===== src/hdl/readout_channel_pad_mapper_unit_macros.svh =====
// assertion macros shared by the pad mapper rtl
`ifndef READOUT_CHANNEL_PAD_MAPPER_UNIT_MACROS_SVH
`define READOUT_CHANNEL_PAD_MAPPER_UNIT_MACROS_SVH

// same-cycle implication
`define RCPM_ASSERT_IMP(label, clk, rst_n, ante, cons, msg) \
    label: assert property (@(posedge clk) disable iff (!rst_n) (ante) |-> (cons)) \
        else $error(msg);

// next-cycle implication
`define RCPM_ASSERT_NEXT(label, clk, rst_n, ante, cons, msg) \
    label: assert property (@(posedge clk) disable iff (!rst_n) (ante) |=> (cons)) \
        else $error(msg);

`endif


===== src/hdl/rcpm_pkg.sv =====
`timescale 1ns / 1ps
// shared constants, codes and types of the pad mapper
package rcpm_pkg;

    localparam int NUM_BOARDS      = 12;
    localparam int SLOTS_PER_BOARD = 4;
    localparam int NUM_CHANNELS    = 68;

    localparam int NUM_UNITS = NUM_BOARDS * SLOTS_PER_BOARD;
    localparam int UNIT_AW   = (NUM_UNITS > 1) ? $clog2(NUM_UNITS) : 1;
    localparam int CHAN_AW   = (NUM_CHANNELS > 1) ? $clog2(NUM_CHANNELS) : 1;
    localparam int SCAN_LEN  = (NUM_UNITS > NUM_CHANNELS) ? NUM_UNITS : NUM_CHANNELS;
    localparam int SCAN_W    = $clog2(SCAN_LEN + 1);

    localparam int ROWS_PER_SECTION   = 9;
    localparam int LAYERS_PER_QUARTER = 28;
    localparam int LAYERS_PER_CHIP    = 7;
    localparam int MIRROR_SECTION     = 6;
    localparam int PAD_ROWS           = 108;
    localparam int PAD_LAYERS         = 112;
    localparam int TOP_CHIP           = 3;
    localparam int TOP_LOCAL_ROW      = 8;
    localparam int TOP_LOCAL_LAYER    = 6;

    // shared multiply-add unit widths
    localparam int ALU_W  = 10;
    localparam int ALU_KW = 6;
    localparam int ALU_YW = 16;

    localparam int IN_W   = 48;
    localparam int OUT_W  = 48;
    localparam int USER_W = 3;

    typedef enum logic [2:0] {
        CMD_WR_UNIT = 3'd0,
        CMD_WR_CHAN = 3'd1,
        CMD_FWD     = 3'd2,
        CMD_REV     = 3'd3,
        CMD_READ    = 3'd4
    } t_cmd;

    typedef enum logic [2:0] {
        ST_OK            = 3'd0,
        ST_CHAN_UNMAPPED = 3'd1,
        ST_UNIT_UNMAPPED = 3'd2,
        ST_PAD_RANGE     = 3'd3,
        ST_UNIT_MISSING  = 3'd4,
        ST_CHAN_MISSING  = 3'd5
    } t_status;

    // command payload, last member in the lowest bits
    typedef struct packed {
        logic [4:0] pad;
        logic       entry_valid;
        logic [2:0] local_layer;
        logic [3:0] local_row;
        logic [3:0] section;
        logic [1:0] quarter;
        logic [6:0] pad_layer;
        logic [6:0] pad_row;
        logic [6:0] channel;
        logic [1:0] chip;
        logic [1:0] slot;
        logic [3:0] board;
    } t_in_data;

    typedef struct packed {
        logic [5:0] pad;
        logic [2:0] read_layer;
        logic [3:0] read_row;
        logic [6:0] out_channel;
        logic [1:0] out_chip;
        logic [1:0] out_slot;
        logic [3:0] out_board;
        logic [3:0] out_section;
        logic [1:0] out_quarter;
        logic [6:0] out_layer;
        logic [6:0] out_row;
    } t_out_data;

    typedef struct packed {
        logic       valid;
        logic [1:0] quarter;
        logic [3:0] section;
    } t_unit_rd;

    typedef struct packed {
        logic       valid;
        logic [3:0] row;
        logic [2:0] layer;
    } t_chan_rd;

    typedef struct packed {
        logic               unit_we;
        logic [UNIT_AW-1:0] unit_addr;
        t_unit_rd           unit_wr;
        logic               chan_we;
        logic [CHAN_AW-1:0] chan_addr;
        t_chan_rd           chan_wr;
    } t_tbl_req;

endpackage


===== src/hdl/rcpm_alu.sv =====
`timescale 1ns / 1ps
// shared signed multiply-add unit, y = a * k + b
module rcpm_alu (
    input  logic signed [rcpm_pkg::ALU_W-1:0]  i_a,
    input  logic signed [rcpm_pkg::ALU_KW-1:0] i_k,
    input  logic signed [rcpm_pkg::ALU_W-1:0]  i_b,
    output logic signed [rcpm_pkg::ALU_YW-1:0] o_y
);

    logic signed [rcpm_pkg::ALU_YW-1:0] w_a;
    logic signed [rcpm_pkg::ALU_YW-1:0] w_k;
    logic signed [rcpm_pkg::ALU_YW-1:0] w_b;

    assign w_a = rcpm_pkg::ALU_YW'(i_a);
    assign w_k = rcpm_pkg::ALU_YW'(i_k);
    assign w_b = rcpm_pkg::ALU_YW'(i_b);
    assign o_y = w_a * w_k + w_b;

endmodule


===== src/hdl/rcpm_tables.sv =====
`timescale 1ns / 1ps
// unit and channel lookup memories with valid bits and registered reads
`include "readout_channel_pad_mapper_unit_macros.svh"
module rcpm_tables (
    input  logic                i_clk,
    input  logic                i_rst_n,
    input  rcpm_pkg::t_tbl_req  i_req,
    output rcpm_pkg::t_unit_rd  o_unit_rd,
    output rcpm_pkg::t_chan_rd  o_chan_rd
);

    logic [5:0] r_unit_mem [rcpm_pkg::NUM_UNITS];
    logic [6:0] r_chan_mem [rcpm_pkg::NUM_CHANNELS];
    logic       r_unit_vld [rcpm_pkg::NUM_UNITS];
    logic       r_chan_vld [rcpm_pkg::NUM_CHANNELS];

    rcpm_pkg::t_unit_rd r_unit_rd;
    rcpm_pkg::t_chan_rd r_chan_rd;

    // valid bits, cleared at reset so every entry reads unmapped
    always_ff @(posedge i_clk) begin
        if (!i_rst_n) begin
            for (int i = 0; i < rcpm_pkg::NUM_UNITS; i++) begin
                r_unit_vld[i] <= 1'b0;
            end
            for (int i = 0; i < rcpm_pkg::NUM_CHANNELS; i++) begin
                r_chan_vld[i] <= 1'b0;
            end
        end else begin
            if (i_req.unit_we) begin
                r_unit_vld[i_req.unit_addr] <= i_req.unit_wr.valid;
            end
            if (i_req.chan_we) begin
                r_chan_vld[i_req.chan_addr] <= i_req.chan_wr.valid;
            end
        end
    end

    always_ff @(posedge i_clk) begin
        if (i_req.unit_we) begin
            r_unit_mem[i_req.unit_addr] <= {i_req.unit_wr.quarter, i_req.unit_wr.section};
        end
        r_unit_rd.valid                        <= r_unit_vld[i_req.unit_addr];
        {r_unit_rd.quarter, r_unit_rd.section} <= r_unit_mem[i_req.unit_addr];
    end

    always_ff @(posedge i_clk) begin
        if (i_req.chan_we) begin
            r_chan_mem[i_req.chan_addr] <= {i_req.chan_wr.row, i_req.chan_wr.layer};
        end
        r_chan_rd.valid                    <= r_chan_vld[i_req.chan_addr];
        {r_chan_rd.row, r_chan_rd.layer}   <= r_chan_mem[i_req.chan_addr];
    end

    assign o_unit_rd = r_unit_rd;
    assign o_chan_rd = r_chan_rd;

    `RCPM_ASSERT_IMP(a_unit_wr_in_range, i_clk, i_rst_n, i_req.unit_we, ({1'b0, i_req.unit_addr} < (rcpm_pkg::UNIT_AW + 1)'(rcpm_pkg::NUM_UNITS)), "unit table write beyond its depth")
    `RCPM_ASSERT_IMP(a_chan_wr_in_range, i_clk, i_rst_n, i_req.chan_we, ({1'b0, i_req.chan_addr} < (rcpm_pkg::CHAN_AW + 1)'(rcpm_pkg::NUM_CHANNELS)), "channel table write beyond its depth")

endmodule


===== src/hdl/readout_channel_pad_mapper_unit.sv =====
`timescale 1ns / 1ps
// top level of the readout channel to pad mapper: sequencer, output register
//
//  port group | dir | tdata (from bit 0 up)                    | tuser
//  -----------+-----+------------------------------------------+--------
//  s_axis     | in  | board slot chip channel pad_row          | cmd
//             |     | pad_layer quarter section local_row      |
//             |     | local_layer entry_valid, zero fill       |
//  m_axis     | out | out_row out_layer out_quarter out_section | status
//             |     | out_board out_slot out_chip out_channel  |
//             |     | read_row read_layer, zero fill           |
//
// a forward map ends early when an entry is unmapped and a reverse map when the pad
// is off the plane; otherwise the reverse map does one subtract a cycle in the shared
// multiply-add unit for the section, quarter and chip divisions, then reads one entry
// of the larger table a cycle over the memory read ports
// reset is synchronous, active low; both tables read as unmapped right after it
// s_axis_tready is high only while the sequencer is idle; a result waiting on
// m_axis does not stop the next transaction from being accepted
`include "readout_channel_pad_mapper_unit_macros.svh"
module readout_channel_pad_mapper_unit (
    input  logic                          i_clk,
    input  logic                          i_rst_n,
    input  logic                          s_axis_tvalid,
    output logic                          s_axis_tready,
    // board, slot, chip, channel, pad_row, pad_layer, quarter, section,
    // local_row, local_layer, entry_valid, zero fill
    input  logic [rcpm_pkg::IN_W-1:0]     s_axis_tdata,
    // cmd
    input  logic [rcpm_pkg::USER_W-1:0]   s_axis_tuser,
    output logic                          m_axis_tvalid,
    input  logic                          m_axis_tready,
    // out_row, out_layer, out_quarter, out_section, out_board, out_slot,
    // out_chip, out_channel, read_row, read_layer, zero fill
    output logic [rcpm_pkg::OUT_W-1:0]    m_axis_tdata,
    // status
    output logic [rcpm_pkg::USER_W-1:0]   m_axis_tuser
);

    typedef enum logic [4:0] {
        S_IDLE,
        S_WRITE,
        S_READ,
        S_READ_DONE,
        S_FWD_READ,
        S_FWD_CHECK,
        S_FWD_ROW,
        S_FWD_CHIP,
        S_FWD_LAYER,
        S_FWD_RANGE,
        S_REV_CHECK,
        S_REV_SEC,
        S_REV_QTR,
        S_REV_CHIP,
        S_REV_SCAN,
        S_REV_DRAIN,
        S_REV_DONE,
        S_EMIT
    } t_state;

    t_state                           r_state;
    logic [2:0]                       r_cmd;
    rcpm_pkg::t_in_data               r_in;
    rcpm_pkg::t_out_data              r_res;
    rcpm_pkg::t_status                r_status;
    logic                             r_m_valid;
    logic [rcpm_pkg::OUT_W-1:0]       r_m_data;
    logic [rcpm_pkg::USER_W-1:0]      r_m_user;

    // forward map partial results
    logic signed [rcpm_pkg::ALU_W-1:0] r_row;
    logic signed [rcpm_pkg::ALU_W-1:0] r_acc;
    logic signed [rcpm_pkg::ALU_W-1:0] r_lay;

    // reverse map divider and scan state
    logic signed [rcpm_pkg::ALU_W-1:0] r_rem;
    logic [3:0]                        r_q_sec;
    logic [1:0]                        r_q_qtr;
    logic [1:0]                        r_q_cg;
    logic [3:0]                        r_inrow;
    logic [rcpm_pkg::SCAN_W-1:0]       r_idx;
    logic [3:0]                        r_scan_board;
    logic [1:0]                        r_scan_slot;
    logic                              r_p_u;
    logic                              r_p_c;
    logic [rcpm_pkg::CHAN_AW-1:0]      r_p_idx;
    logic [3:0]                        r_p_board;
    logic [1:0]                        r_p_slot;
    logic                              r_ufound;
    logic                              r_cfound;

    rcpm_pkg::t_tbl_req                w_req;
    rcpm_pkg::t_unit_rd                w_unit_rd;
    rcpm_pkg::t_chan_rd                w_chan_rd;

    logic signed [rcpm_pkg::ALU_W-1:0]  w_alu_a;
    logic signed [rcpm_pkg::ALU_KW-1:0] w_alu_k;
    logic signed [rcpm_pkg::ALU_W-1:0]  w_alu_b;
    logic signed [rcpm_pkg::ALU_YW-1:0] w_y;

    logic [5:0]        w_uidx;
    logic              w_unit_ok;
    logic              w_chan_ok;
    logic              w_fmir;
    logic signed [4:0] w_fr_local;
    logic signed [3:0] w_fl_local;
    logic [1:0]        w_fchip;
    logic              w_rmir;

    // index checks on the registered command
    assign w_uidx    = 6'(32'(r_in.board) * rcpm_pkg::SLOTS_PER_BOARD + 32'(r_in.slot));
    assign w_unit_ok = ({1'b0, r_in.board} < 5'(rcpm_pkg::NUM_BOARDS))
                    && ({1'b0, r_in.slot} < 3'(rcpm_pkg::SLOTS_PER_BOARD));
    assign w_chan_ok = ({1'b0, r_in.channel} < 8'(rcpm_pkg::NUM_CHANNELS));

    // forward map terms: row and layer flipped in mirrored sections, chip in others
    assign w_fmir     = (w_unit_rd.section >= 4'(rcpm_pkg::MIRROR_SECTION));
    assign w_fr_local = w_fmir ? (5'(rcpm_pkg::TOP_LOCAL_ROW) - {1'b0, w_chan_rd.row})
                               : {1'b0, w_chan_rd.row};
    assign w_fl_local = w_fmir ? (4'(rcpm_pkg::TOP_LOCAL_LAYER) - {1'b0, w_chan_rd.layer})
                               : {1'b0, w_chan_rd.layer};
    assign w_fchip    = w_fmir ? r_in.chip : (2'(rcpm_pkg::TOP_CHIP) - r_in.chip);

    assign w_rmir = (r_q_sec >= 4'(rcpm_pkg::MIRROR_SECTION));

    // table port: scan addresses during the reverse search, else the command's
    always_comb begin
        w_req.unit_we         = (r_state == S_WRITE) && (r_cmd == rcpm_pkg::CMD_WR_UNIT)
                             && w_unit_ok;
        w_req.unit_wr.valid   = r_in.entry_valid;
        w_req.unit_wr.quarter = r_in.quarter;
        w_req.unit_wr.section = r_in.section;
        w_req.chan_we         = (r_state == S_WRITE) && (r_cmd == rcpm_pkg::CMD_WR_CHAN)
                             && w_chan_ok;
        w_req.chan_wr.valid   = r_in.entry_valid;
        w_req.chan_wr.row     = r_in.local_row;
        w_req.chan_wr.layer   = r_in.local_layer;
        if (r_state == S_REV_SCAN) begin
            w_req.unit_addr = r_idx[rcpm_pkg::UNIT_AW-1:0];
            w_req.chan_addr = r_idx[rcpm_pkg::CHAN_AW-1:0];
        end else begin
            w_req.unit_addr = w_uidx[rcpm_pkg::UNIT_AW-1:0];
            w_req.chan_addr = r_in.channel[rcpm_pkg::CHAN_AW-1:0];
        end
    end

    rcpm_tables u_tables (
        .i_clk     (i_clk),
        .i_rst_n   (i_rst_n),
        .i_req     (w_req),
        .o_unit_rd (w_unit_rd),
        .o_chan_rd (w_chan_rd)
    );

    // operand select for the shared multiply-add unit
    always_comb begin
        w_alu_a = '0;
        w_alu_k = '0;
        w_alu_b = '0;
        unique case (r_state)
            S_FWD_ROW: begin
                w_alu_a = rcpm_pkg::ALU_W'(w_unit_rd.section);
                w_alu_k = rcpm_pkg::ALU_KW'(rcpm_pkg::ROWS_PER_SECTION);
                w_alu_b = rcpm_pkg::ALU_W'(w_fr_local);
            end
            S_FWD_CHIP: begin
                w_alu_a = rcpm_pkg::ALU_W'(w_fchip);
                w_alu_k = rcpm_pkg::ALU_KW'(rcpm_pkg::LAYERS_PER_CHIP);
                w_alu_b = rcpm_pkg::ALU_W'(w_fl_local);
            end
            S_FWD_LAYER: begin
                w_alu_a = rcpm_pkg::ALU_W'(w_unit_rd.quarter);
                w_alu_k = rcpm_pkg::ALU_KW'(rcpm_pkg::LAYERS_PER_QUARTER);
                w_alu_b = r_acc;
            end
            S_REV_SEC: begin
                w_alu_a = r_rem;
                w_alu_k = rcpm_pkg::ALU_KW'(1);
                w_alu_b = rcpm_pkg::ALU_W'(-rcpm_pkg::ROWS_PER_SECTION);
            end
            S_REV_QTR: begin
                w_alu_a = r_rem;
                w_alu_k = rcpm_pkg::ALU_KW'(1);
                w_alu_b = rcpm_pkg::ALU_W'(-rcpm_pkg::LAYERS_PER_QUARTER);
            end
            S_REV_CHIP: begin
                w_alu_a = r_rem;
                w_alu_k = rcpm_pkg::ALU_KW'(1);
                w_alu_b = rcpm_pkg::ALU_W'(-rcpm_pkg::LAYERS_PER_CHIP);
            end
            default: begin
                w_alu_a = '0;
            end
        endcase
    end

    rcpm_alu u_alu (
        .i_a (w_alu_a),
        .i_k (w_alu_k),
        .i_b (w_alu_b),
        .o_y (w_y)
    );

    // sequencer, result and output registers
    always_ff @(posedge i_clk) begin
        if (!i_rst_n) begin
            r_state   <= S_IDLE;
            r_m_valid <= 1'b0;
            r_p_u     <= 1'b0;
            r_p_c     <= 1'b0;
            r_ufound  <= 1'b0;
            r_cfound  <= 1'b0;
        end else begin
            // a new result in the emit state takes over the slot itself
            if (r_m_valid && m_axis_tready && (r_state != S_EMIT)) begin
                r_m_valid <= 1'b0;
            end

            // scan pipeline: table data arrives in the cycle after its address
            r_p_u     <= (r_state == S_REV_SCAN)
                      && (r_idx < rcpm_pkg::SCAN_W'(rcpm_pkg::NUM_UNITS));
            r_p_c     <= (r_state == S_REV_SCAN)
                      && (r_idx < rcpm_pkg::SCAN_W'(rcpm_pkg::NUM_CHANNELS));
            r_p_idx   <= r_idx[rcpm_pkg::CHAN_AW-1:0];
            r_p_board <= r_scan_board;
            r_p_slot  <= r_scan_slot;

            unique case (r_state)
                S_IDLE: begin
                    if (s_axis_tvalid) begin
                        r_cmd    <= s_axis_tuser;
                        r_in     <= rcpm_pkg::t_in_data'(s_axis_tdata);
                        r_res    <= '0;
                        r_status <= rcpm_pkg::ST_OK;
                        unique case (s_axis_tuser)
                            rcpm_pkg::CMD_WR_UNIT,
                            rcpm_pkg::CMD_WR_CHAN: r_state <= S_WRITE;
                            rcpm_pkg::CMD_FWD:     r_state <= S_FWD_READ;
                            rcpm_pkg::CMD_REV:     r_state <= S_REV_CHECK;
                            rcpm_pkg::CMD_READ:    r_state <= S_READ;
                            default:               r_state <= S_EMIT;
                        endcase
                    end
                end
                S_WRITE: begin
                    r_state <= S_EMIT;
                end
                S_READ: begin
                    r_state <= S_READ_DONE;
                end
                S_READ_DONE: begin
                    if (w_chan_ok && w_chan_rd.valid) begin
                        r_res.read_row   <= w_chan_rd.row;
                        r_res.read_layer <= w_chan_rd.layer;
                    end else begin
                        r_status <= rcpm_pkg::ST_CHAN_UNMAPPED;
                    end
                    r_state <= S_EMIT;
                end
                S_FWD_READ: begin
                    r_state <= S_FWD_CHECK;
                end
                S_FWD_CHECK: begin
                    // channel is checked before unit
                    if (!(w_chan_ok && w_chan_rd.valid)) begin
                        r_status <= rcpm_pkg::ST_CHAN_UNMAPPED;
                        r_state  <= S_EMIT;
                    end else if (!(w_unit_ok && w_unit_rd.valid)) begin
                        r_status <= rcpm_pkg::ST_UNIT_UNMAPPED;
                        r_state  <= S_EMIT;
                    end else begin
                        r_state <= S_FWD_ROW;
                    end
                end
                S_FWD_ROW: begin
                    r_row   <= w_y[rcpm_pkg::ALU_W-1:0];
                    r_state <= S_FWD_CHIP;
                end
                S_FWD_CHIP: begin
                    r_acc   <= w_y[rcpm_pkg::ALU_W-1:0];
                    r_state <= S_FWD_LAYER;
                end
                S_FWD_LAYER: begin
                    r_lay   <= w_y[rcpm_pkg::ALU_W-1:0];
                    r_state <= S_FWD_RANGE;
                end
                S_FWD_RANGE: begin
                    // off the pad plane when a stored value lies beyond its range
                    if (r_row[rcpm_pkg::ALU_W-1] || r_lay[rcpm_pkg::ALU_W-1]
                        || (r_row >= rcpm_pkg::ALU_W'(rcpm_pkg::PAD_ROWS))
                        || (r_lay >= rcpm_pkg::ALU_W'(rcpm_pkg::PAD_LAYERS))) begin
                        r_status <= rcpm_pkg::ST_PAD_RANGE;
                    end else begin
                        r_res.out_row   <= r_row[6:0];
                        r_res.out_layer <= r_lay[6:0];
                    end
                    r_state <= S_EMIT;
                end
                S_REV_CHECK: begin
                    if ((r_in.pad_row >= 7'(rcpm_pkg::PAD_ROWS))
                        || (r_in.pad_layer >= 7'(rcpm_pkg::PAD_LAYERS))) begin
                        r_status <= rcpm_pkg::ST_PAD_RANGE;
                        r_state  <= S_EMIT;
                    end else begin
                        r_rem   <= rcpm_pkg::ALU_W'(r_in.pad_row);
                        r_q_sec <= '0;
                        r_q_qtr <= '0;
                        r_q_cg  <= '0;
                        r_state <= S_REV_SEC;
                    end
                end
                S_REV_SEC: begin
                    if (!w_y[rcpm_pkg::ALU_YW-1]) begin
                        r_rem   <= w_y[rcpm_pkg::ALU_W-1:0];
                        r_q_sec <= r_q_sec + 4'd1;
                    end else begin
                        r_inrow <= r_rem[3:0];
                        r_rem   <= rcpm_pkg::ALU_W'(r_in.pad_layer);
                        r_state <= S_REV_QTR;
                    end
                end
                S_REV_QTR: begin
                    if (!w_y[rcpm_pkg::ALU_YW-1]) begin
                        r_rem   <= w_y[rcpm_pkg::ALU_W-1:0];
                        r_q_qtr <= r_q_qtr + 2'd1;
                    end else begin
                        r_state <= S_REV_CHIP;
                    end
                end
                S_REV_CHIP: begin
                    if (!w_y[rcpm_pkg::ALU_YW-1]) begin
                        r_rem  <= w_y[rcpm_pkg::ALU_W-1:0];
                        r_q_cg <= r_q_cg + 2'd1;
                    end else begin
                        r_res.out_quarter <= r_q_qtr;
                        r_res.out_section <= r_q_sec;
                        if (w_rmir) begin
                            r_res.out_chip   <= r_q_cg;
                            r_res.read_row   <= 4'(rcpm_pkg::TOP_LOCAL_ROW) - r_inrow;
                            r_res.read_layer <= 3'(rcpm_pkg::TOP_LOCAL_LAYER) - r_rem[2:0];
                        end else begin
                            r_res.out_chip   <= 2'(rcpm_pkg::TOP_CHIP) - r_q_cg;
                            r_res.read_row   <= r_inrow;
                            r_res.read_layer <= r_rem[2:0];
                        end
                        r_idx        <= '0;
                        r_scan_board <= '0;
                        r_scan_slot  <= '0;
                        r_ufound     <= 1'b0;
                        r_cfound     <= 1'b0;
                        r_state      <= S_REV_SCAN;
                    end
                end
                S_REV_SCAN: begin
                    r_idx <= r_idx + rcpm_pkg::SCAN_W'(1);
                    if (r_scan_slot == 2'(rcpm_pkg::SLOTS_PER_BOARD - 1)) begin
                        r_scan_slot  <= '0;
                        r_scan_board <= r_scan_board + 4'd1;
                    end else begin
                        r_scan_slot <= r_scan_slot + 2'd1;
                    end
                    if (r_idx == rcpm_pkg::SCAN_W'(rcpm_pkg::SCAN_LEN - 1)) begin
                        r_state <= S_REV_DRAIN;
                    end
                end
                S_REV_DRAIN: begin
                    r_state <= S_REV_DONE;
                end
                S_REV_DONE: begin
                    if (!r_ufound) begin
                        r_status <= rcpm_pkg::ST_UNIT_MISSING;
                    end else if (!r_cfound) begin
                        r_status <= rcpm_pkg::ST_CHAN_MISSING;
                    end
                    r_state <= S_EMIT;
                end
                S_EMIT: begin
                    if (!r_m_valid || m_axis_tready) begin
                        r_m_valid <= 1'b1;
                        r_m_data  <= r_res;
                        r_m_user  <= r_status;
                        r_state   <= S_IDLE;
                    end else if (r_m_valid && m_axis_tready) begin
                        r_m_valid <= 1'b0;
                    end
                end
                default: begin
                    r_state <= S_IDLE;
                end
            endcase

            // first matching unit entry, board-major
            if (r_p_u && !r_ufound && w_unit_rd.valid
                && (w_unit_rd.quarter == r_res.out_quarter)
                && (w_unit_rd.section == r_res.out_section)) begin
                r_ufound        <= 1'b1;
                r_res.out_board <= r_p_board;
                r_res.out_slot  <= r_p_slot;
            end
            // lowest matching channel
            if (r_p_c && !r_cfound && w_chan_rd.valid
                && (w_chan_rd.row == r_res.read_row)
                && (w_chan_rd.layer == r_res.read_layer)) begin
                r_cfound          <= 1'b1;
                r_res.out_channel <= 7'(r_p_idx);
            end
        end
    end

    assign s_axis_tready = (r_state == S_IDLE);
    assign m_axis_tvalid = r_m_valid;
    assign m_axis_tdata  = r_m_data;
    assign m_axis_tuser  = r_m_user;

    `RCPM_ASSERT_NEXT(a_accept_leaves_idle, i_clk, i_rst_n, s_axis_tvalid && s_axis_tready, r_state != S_IDLE, "accepted transaction did not start the sequencer")
    `RCPM_ASSERT_IMP(a_write_result_zero, i_clk, i_rst_n, (r_state == S_EMIT) && (r_cmd == rcpm_pkg::CMD_WR_UNIT || r_cmd == rcpm_pkg::CMD_WR_CHAN), (r_res == '0) && (r_status == rcpm_pkg::ST_OK), "table write result carries data")
    `RCPM_ASSERT_IMP(a_rev_ok_found, i_clk, i_rst_n, (r_state == S_EMIT) && (r_cmd == rcpm_pkg::CMD_REV) && (r_status == rcpm_pkg::ST_OK), r_ufound && r_cfound, "reverse map ok without both matches")
    `RCPM_ASSERT_IMP(a_fwd_on_plane, i_clk, i_rst_n, (r_state == S_EMIT) && (r_cmd == rcpm_pkg::CMD_FWD) && (r_status == rcpm_pkg::ST_OK), (r_res.out_row < 7'(rcpm_pkg::PAD_ROWS)) && (r_res.out_layer < 7'(rcpm_pkg::PAD_LAYERS)), "forward map ok with pad off the plane")

endmodule


===== config.mk =====
export PLATFORM = sky130hd
export DESIGN_NAME = readout_channel_pad_mapper_unit
export DESIGN_NICKNAME = d
export VERILOG_FILES = /design/src/hdl/rcpm_pkg.sv /design/src/hdl/rcpm_alu.sv /design/src/hdl/rcpm_tables.sv /design/src/hdl/readout_channel_pad_mapper_unit.sv
export VERILOG_INCLUDE_DIRS = /design/src /design/src/hdl
export SDC_FILE = /design/constraint.sdc
export NUM_CORES = 1
export LEC_CHECK = 0
export BUFFER_PORTS_ARGS = -buffer_cell sky130_fd_sc_hd__buf_4
export CAP_MARGIN = 20
export CORE_UTILIZATION = 29
export DETAILED_ROUTE_END_ITERATION = 8
export PLACE_DENSITY = 0.47
export SLEW_MARGIN = 0
export SYNTH_ARGS = -nofsm -noshare
export SYNTH_HDL_FRONTEND = slang
export SYNTH_SLANG_ARGS = --single-unit

===== constraint.sdc =====
create_clock -name i_clk -period 8.5 [get_ports i_clk]
set_clock_uncertainty 0.2 [all_clocks]
set_input_delay 0.425 -clock i_clk [delete_from_list [all_inputs] [get_ports i_clk]]
set_output_delay 0.425 -clock i_clk [all_outputs]
set_load 0.01 [all_outputs]

==> results of run 1 <==
## stage by stage
step,power (mW),setup slack [ps],util (%)
after floorplan,8.316,1998,-
after global placement,9.303,1230,31.68
after detailed placement,9.309,1186,31.68
after CTS,14.84,1163,34.51
after global routing,15.25,965.4,34.53
final,14.73,1127,34.54
## path summary, 6_finish.rpt
path | from | slack [ps] | depth (start not counted) | end
worst max-delay path | r_state[2] | 1130 | 20 | r_res[26]
worst min-delay path | s_axis_tdata[42] | 160 | 2 | r_in[42]
worst max register to register | r_state[2] | 1130 | 20 | r_res[26]
worst min register to register | r_res[21] | 220 | 0 | m_axis_tdata[21]
## report_power, final
part / switching (mW) / internal, mW / total (mW)
clock: 2.37 / 3.16 / 5.53
sequential: 0.157 / 6.77 / 6.93
combinational: 1.61 / 0.675 / 2.28
total: 4.13 / 10.6 / 14.7
## layout make-up
class,count,area (µm²)
flip-flops and latches,1195,34470
clock inverters,63,509.2
multi-input cells,1953,12890
fillers,15910,107000
diodes,4,10.01
repair buffers,236,1943
inverters,78,295.3
well taps,2175,2721
clock buffers,176,3623
## cells in the mapped netlist (all sizes together), types with 47 or more instances
master	n	area, µm²
a31oi	59	369.1
clkbuf	117	439.2
nor2	210	788.3
edfxtp	1054	31650
mux2i	82	820.8
nand2	278	1054
inv	77	289.0
a222oi	121	1211
a21oi	202	1022
a22oi	120	900.9
buf	87	484.2
dfxtp	141	2823
nand3	47	250.2
o21ai	171	859.6
## registers in the layout, indices dropped and copies added (netlist names), 42 cells and up
register and cells:
r_in 43, m_axis_tdata 42, u_tables.r_unit_vld 64, r_res 42, u_tables.r_chan_vld 128, u_tables.r_unit_mem 288, u_tables.r_chan_mem 476
## layer usage
layer	part of all wire, %	GRT usage (%)
met2	46	26.96
met1	45	23.50
met4	2.3	5.263
met5	0.12	0.6034
met3	6.3	2.936
## placed cells by master (no fill, tap or decap), types with 16 or more instances in the layout
cell	count
dfxtp_1	141
nor2_1	206
nand4_1	19
fa_1	43
a2bb2oi_1	30
nand2_1	272
a221oi_1	30
and3_1	30
a22oi_1	120
clkbuf_1	33
clkinv_2	21
clkbuf_16	136
edfxtp_1	1054
mux2i_1	79
buf_4	182
ha_1	43
nor3_1	19
and2_1	32
dlygate4sd3_1	49
a21oi_1	195
xnor2_1	35
conb_1	116
a31oi_1	58
a21o_1	20
a222oi_1	121
clkinv_1	24
o21ai_0	166
o211ai_1	16
inv_1	76
nand3_1	44
## logic make-up after synthesis
logic type	after synthesis	synth area share, %
mux	93	2.062
flops	1195	71.82
buf+inv	282	2.534
xor+xnor	46	0.8967
simple gates	709	6.699
other cells	2	0.01565
fa+ha+maj	86	2.914
compound gates	903	13.06
==> metrics.md, run 1 <==
| Metric | Value |
|---|---|
| Fin Hold WS | `158.4 ps` |
| Final Wtd Congestion | `0.8374` |
| CTS tree | `yes` |
| CTS HTree Levels | `4` |
| Clk_lat worst skew | `780 ps` |
| Max-Cap Viols | `0` |
| Largest net degree at the start of global routing | `between 150 and 200` |
| Final setup viols | `0` |
| Setup TNS | `0 ps` |
| Fin nets | `3736` |
| Most used cell, CP | `fa_1` |
| Post-synth cell types | `between 80 and 90` |
| Tmin final | `~7400 ps` |
| Wire per inst | `roughly 25 µm` |
| Worst Setup End Kind | `register` |
| First-pass GRT wire length | `207700 µm` |
| Full die area | `0.1671 mm²` |
| Die Height | `408.8 µm` |
| Grt total ovfl | `0` |
| Cell Area, Synth | `about 0.048 mm²` |
| Worst Path Required | `8770 ps` |
| Vias in the first global route | `29280` |
| Fmax | `135.6 MHz` |
| Hold Buf Count CTS | `49` |
| Dpl cell area | `0.05181 mm²` |
| Period utilization | `around 87%` |
| Pre-antenna DRT Iters | `8` |
| CTS root buf | `clkbuf_16` |
| Post CTS Setup Buffer Count | `0` |
| Count of flip-flops with a built-in enable after synthesis | `approximately 1100` |
| Clk sinks | `around 1200` |
| Top FF cell, synth | `edfxtp_1` |
| Delay-heaviest family, CP | `adder cells` |
| Post-CTS sizing | `0` |
| DP HPWL | `87200 µm` |
| Largest stage delay on the critical path | `750 ps` |
| P per Cell Area | `260.9 mW/mm²` |
| Final Non-Filler Cells | `5880` |
| Seq/Total Area, Yosys | `~72%` |
| Final ANT Viol Nets | `0` |
| Antenna violations before repair | `4` |
| Cells after Synth | `3316` |
| Avg Vias per Cell | `5.111` |
| Gr usage total | `around 17%` |
| Yosys warns | `0` |
| Critical path data arrival time | `7640 ps` |
| Average size of a mapped cell | `between 10 and 15 µm²` |
| I/O pins | `108` |
| Worst vdd ir | `between 0.0002 and 0.00025 V` |
| Critical path buffer and inverter count | `3` |
| Total wire length | `~140000 µm` |
| Final hold violations | `0` |
| Clock-pin transition on the worst setup and hold timing paths | `60 ps` |
| Worst setup path class | `reg2reg` |
| Max Slew Vio Count | `0` |
| Dpl cells | `around 5600` |
| Hold Path Class | `in2reg` |
| Via Count | `30050` |
| Number of CTS-inserted buffers | `131` |
| Share of layout cells above drive strength 1 | `11.59%` |
| Worst-margin pin slew | `1283 ps` |
| Initial Utilization | `between 20% and 30%` |
| Worst-path fanout max | `18` |
| FF+latch count, synth | `1195` |
| RSZ-0062 raised after global routing | `no` |
| Iteration-0 DRC Markers | `3430` |
| Synth async-reset ratio | `0%` |
| Core area | `about 0.16 mm²` |
| Post-route cell area | `0.05647 mm²` |
| Status | `complete, no violations` |
| Port bufs | `between 90 and 100` |
| CP max stage cell | `dfxtp_1` |
| Startpoint class of the critical path | `register` |
| Layout area overhead | `17.65%` |
| Number of cell rows | `~150` |
| CP Cell Sequence | `clkinv_1 > nor2_1 > nor2_1 > nor2_1 > nand2_1 > fa_1 > fa_1 > fa_1 > fa_1 > inv_1 > ha_1 > a21o_1 > a21o_1 > a21oi_1 > o21ai_0 > a21oi_1 > xnor3_1 > a21o_1 > a21oi_1 > buf_4` |
| P_leak | `18.67 nW` |
| DRC Markers | `0` |
| Die width | `408.8 µm` |
| Worst rel slew slack | `14.47%` |
| Max clock buf depth | `3` |
Note: power is estimated with default switching activity, not from simulation.
==> run 2, diff against run 1 <==
- SYNTH_HIERARCHICAL: unset -> 1
==> run 2 against run 1 <==
Net effect:
- sequential share of layout area decreased by 2.4 points
- first-iteration DRC count decreased by 21%
- global-route usage decreased by 1.1 points
- sequential power decreased by 3%
- routed wire length decreased by 2.7%
- final cell count increased by 3.5%
- critical path depth increased by 3
- utilization decreased by 0.43 points
- worst hold slack got worse by 35 ps
==> metrics.md, run 2 <==
| Metric | Value |
|---|---|
| Number of cell rows | `roughly 150` |
| I/O pins | `108` |
| # fillers | `16780` |
| CTS HTree Levels | `4` |
| Largest stage delay on the critical path | `780 ps` |
| Setup TNS | `0 ps` |
| Routing usage on met3 | `2.274%` |
| P_leak | `19.31 nW` |
| Final setup viols | `0` |
| Tmin final | `7506 ps` |
| Worst rel slew slack | `18.39%` |
| Critical path data arrival time | `7910 ps` |
| Final hold violations | `0` |
| Full die area | `0.1758 mm²` |
| Most used cell, CP | `fa_1` |
| Core area | `about 0.17 mm²` |
| Initial Utilization | `29.31%` |
| Dpl cell area | `0.05379 mm²` |
| Max-Cap Viols | `0` |
| R2r endpoint | `r_rem[3]` |
| Yosys warns | `6` |
| Regs by FF count | `u_tables/r_chan_mem x476, u_tables/r_unit_mem x288, u_tables/r_chan_vld x128` |
| Number of CTS-inserted buffers | `136` |
| Top Usage Layer GRT | `met2` |
| Average size of a mapped cell | `between 10 and 15 µm²` |
| Area of the multi-input gates | `0.01467 mm²` |
| Largest net degree at the start of global routing | `163` |
| Worst Path Required | `a little under 9000 ps` |
| Fin nets | `about 3800` |
| Antenna violations before repair | `4` |
| P per Cell Area | `243.9 mW/mm²` |
| Worst reg2reg path depth | `23` |
| Startpoint class of the critical path | `register` |
| Post CTS Setup Buffer Count | `0` |
| Die Height | `419.3 µm` |
| Iteration-0 DRC Markers | `2708` |
| Final ANT Viol Nets | `0` |
| Reg-to-Reg Start | `r_state[2]` |
| Final Wtd Congestion | `about 0.83` |
| Clk_lat worst skew | `between 700 and 800 ps` |
| Clock-pin transition on the worst setup and hold timing paths | `about 60 ps` |
| Post-CTS sizing | `0` |
| Hold Path Class | `in2reg` |
| Port bufs | `96` |
| CP Cell Sequence | `nor3b_2 > and2_1 > a222oi_1 > nand2_1 > nand2_1 > fa_1 > fa_1 > inv_1 > fa_1 > inv_1 > fa_1 > inv_1 > ha_1 > nand2_2 > o211ai_2 > nand4_1 > a21oi_1 > xnor2_1 > buf_4 > or3b_2 > a21oi_2 > a22oi_1 > nand2_1` |
| Vias in the first global route | `30400` |
| Largest register by flop count | `u_tables/r_chan_mem` |
| Max reg flops | `between 400 and 500` |
| Critical path buffer and inverter count | `4` |
| Share of layout cells above drive strength 1 | `between 10% and 20%` |
| Period utilization | `88.31%` |
| Worst-margin pin slew | `approximately 1200 ps` |
| Status | `complete, no violations` |
| Worst vdd ir | `~0.00017 V` |
| Worst Setup End Kind | `register` |
| Gr usage total | `approximately 16%` |
| Total wire length | `140800 µm` |
| RSZ-0062 raised after global routing | `no` |
| Max Slew Vio Count | `0` |
| Grt total ovfl | `0` |
| DP HPWL | `88810 µm` |
| Worst setup path class | `reg2reg` |
| DRC Markers | `0` |
| Delay-heaviest family, CP | `adder cells` |
| Fmax | `133.2 MHz` |
| Commonest cells after routing, fill and taps aside | `edfxtp_1, nor2_1, nand2_1` |
| Layout area overhead | `16.36%` |
| First-pass GRT wire length | `207300 µm` |
| Avg Vias per Cell | `just under 5` |
| Fin Hold WS | `123.6 ps` |
| Pre-antenna DRT Iters | `6` |
| Register area | `0.03447 mm²` |
| Hold endpoint | `r_in[41]` |
| CTS tree | `yes` |
| CTS root buf | `clkbuf_16` |
| Wire per inst | `23.14 µm` |
| CP max stage cell | `dfxtp_1` |
| Post-route cell area | `0.05877 mm²` |
| HP Start | `s_axis_tvalid` |
| Commonest non-fill, non-tap cell in the layout | `edfxtp_1` |
| Hold Path Stages | `2` |
| Cells after Synth | `approximately 3500` |
| R2r setup slk | `990 ps` |
| Via Count | `30160` |
| Die width | `419.3 µm` |
| Grt met1 use | `21.96%` |
| Worst-path fanout max | `20` |
| Clk sinks | `approximately 1200` |
| Cell Area, Synth | `~0.05 mm²` |
| Max clock buf depth | `3` |
| Met2 usage | `25.85%` |
## run 2: timing repair
action / CTS / global route
endpoints found under the setup margin: 0 / 0
hold buffers: 48 / 0
hold endpoints to repair: 56 / 0
## run 2: cell type report
type | instances | share of cell area (%)
antenna | 3 | 0.01277
clock buffer | 179 | 6.260
clock inverter | 71 | 1.371
inverter | 103 | 0.6579
multi-input combinational | 1996 | 24.96
sequential | 1195 | 58.66
tap | 2310 | 4.918
timing repair buffer | 229 | 3.162
## run 2: worst max path at each step
stage                     from  endpoint  slack [ps]  depth (start not counted)
finish              r_state[2]  r_rem[3]         990                         23
global route        r_state[2]  r_rem[3]         560                         23
CTS                 r_state[2]  r_rem[3]        1080                         23
detailed placement  r_state[2]  r_rem[4]        1110                         23
global placement    r_state[2]  r_rem[6]        1180                         23
floorplan           r_state[4]  r_idx[0]        1640                         24
## run 2: worst register-to-register path: stages (launching register included)
cell      delay, ps
dfxtp_1         780
nor3b_2         590
and2_1          420
a222oi_1        180
nand2_1         220
nand2_1         110
fa_1            500
fa_1            560
inv_1            60
fa_1            520
inv_1            50
fa_1            520
inv_1            40
ha_1            370
nand2_2          90
o211ai_2        240
nand4_1         150
a21oi_1         210
xnor2_1         200
buf_4           220
or3b_2          480
a21oi_2         400
a22oi_1         170
nand2_1          90
## run 2: power by group
part	internal (mW)	switching, mW
logic	0.529	1.20
registers	6.64	0.115
clock network	3.39	2.46
total	10.6	3.77
## run 2: stage by stage
step / util, % / total power, mW / instances / setup WS, ps
after detailed placement: 31.22 / 8.602 / 5784 / 1110
after global routing: 34.10 / 14.84 / 6084 / 562.7
final: 34.11 / 14.33 / 6086 / 993.6
after CTS: 34.10 / 14.49 / 6082 / 1076
after floorplan: - / 7.879 / 3506 / 1639
after global placement: 31.21 / 8.597 / 5783 / 1176
## run 2: metal layers
layer,wire (µm),up-vias,part of all wire (%)
met5,0,-,0
met4,3106,0,2.2
met3,6701,182,4.8
met2,67390,803,48
met1,63640,15560,45
li1,-,13620,-
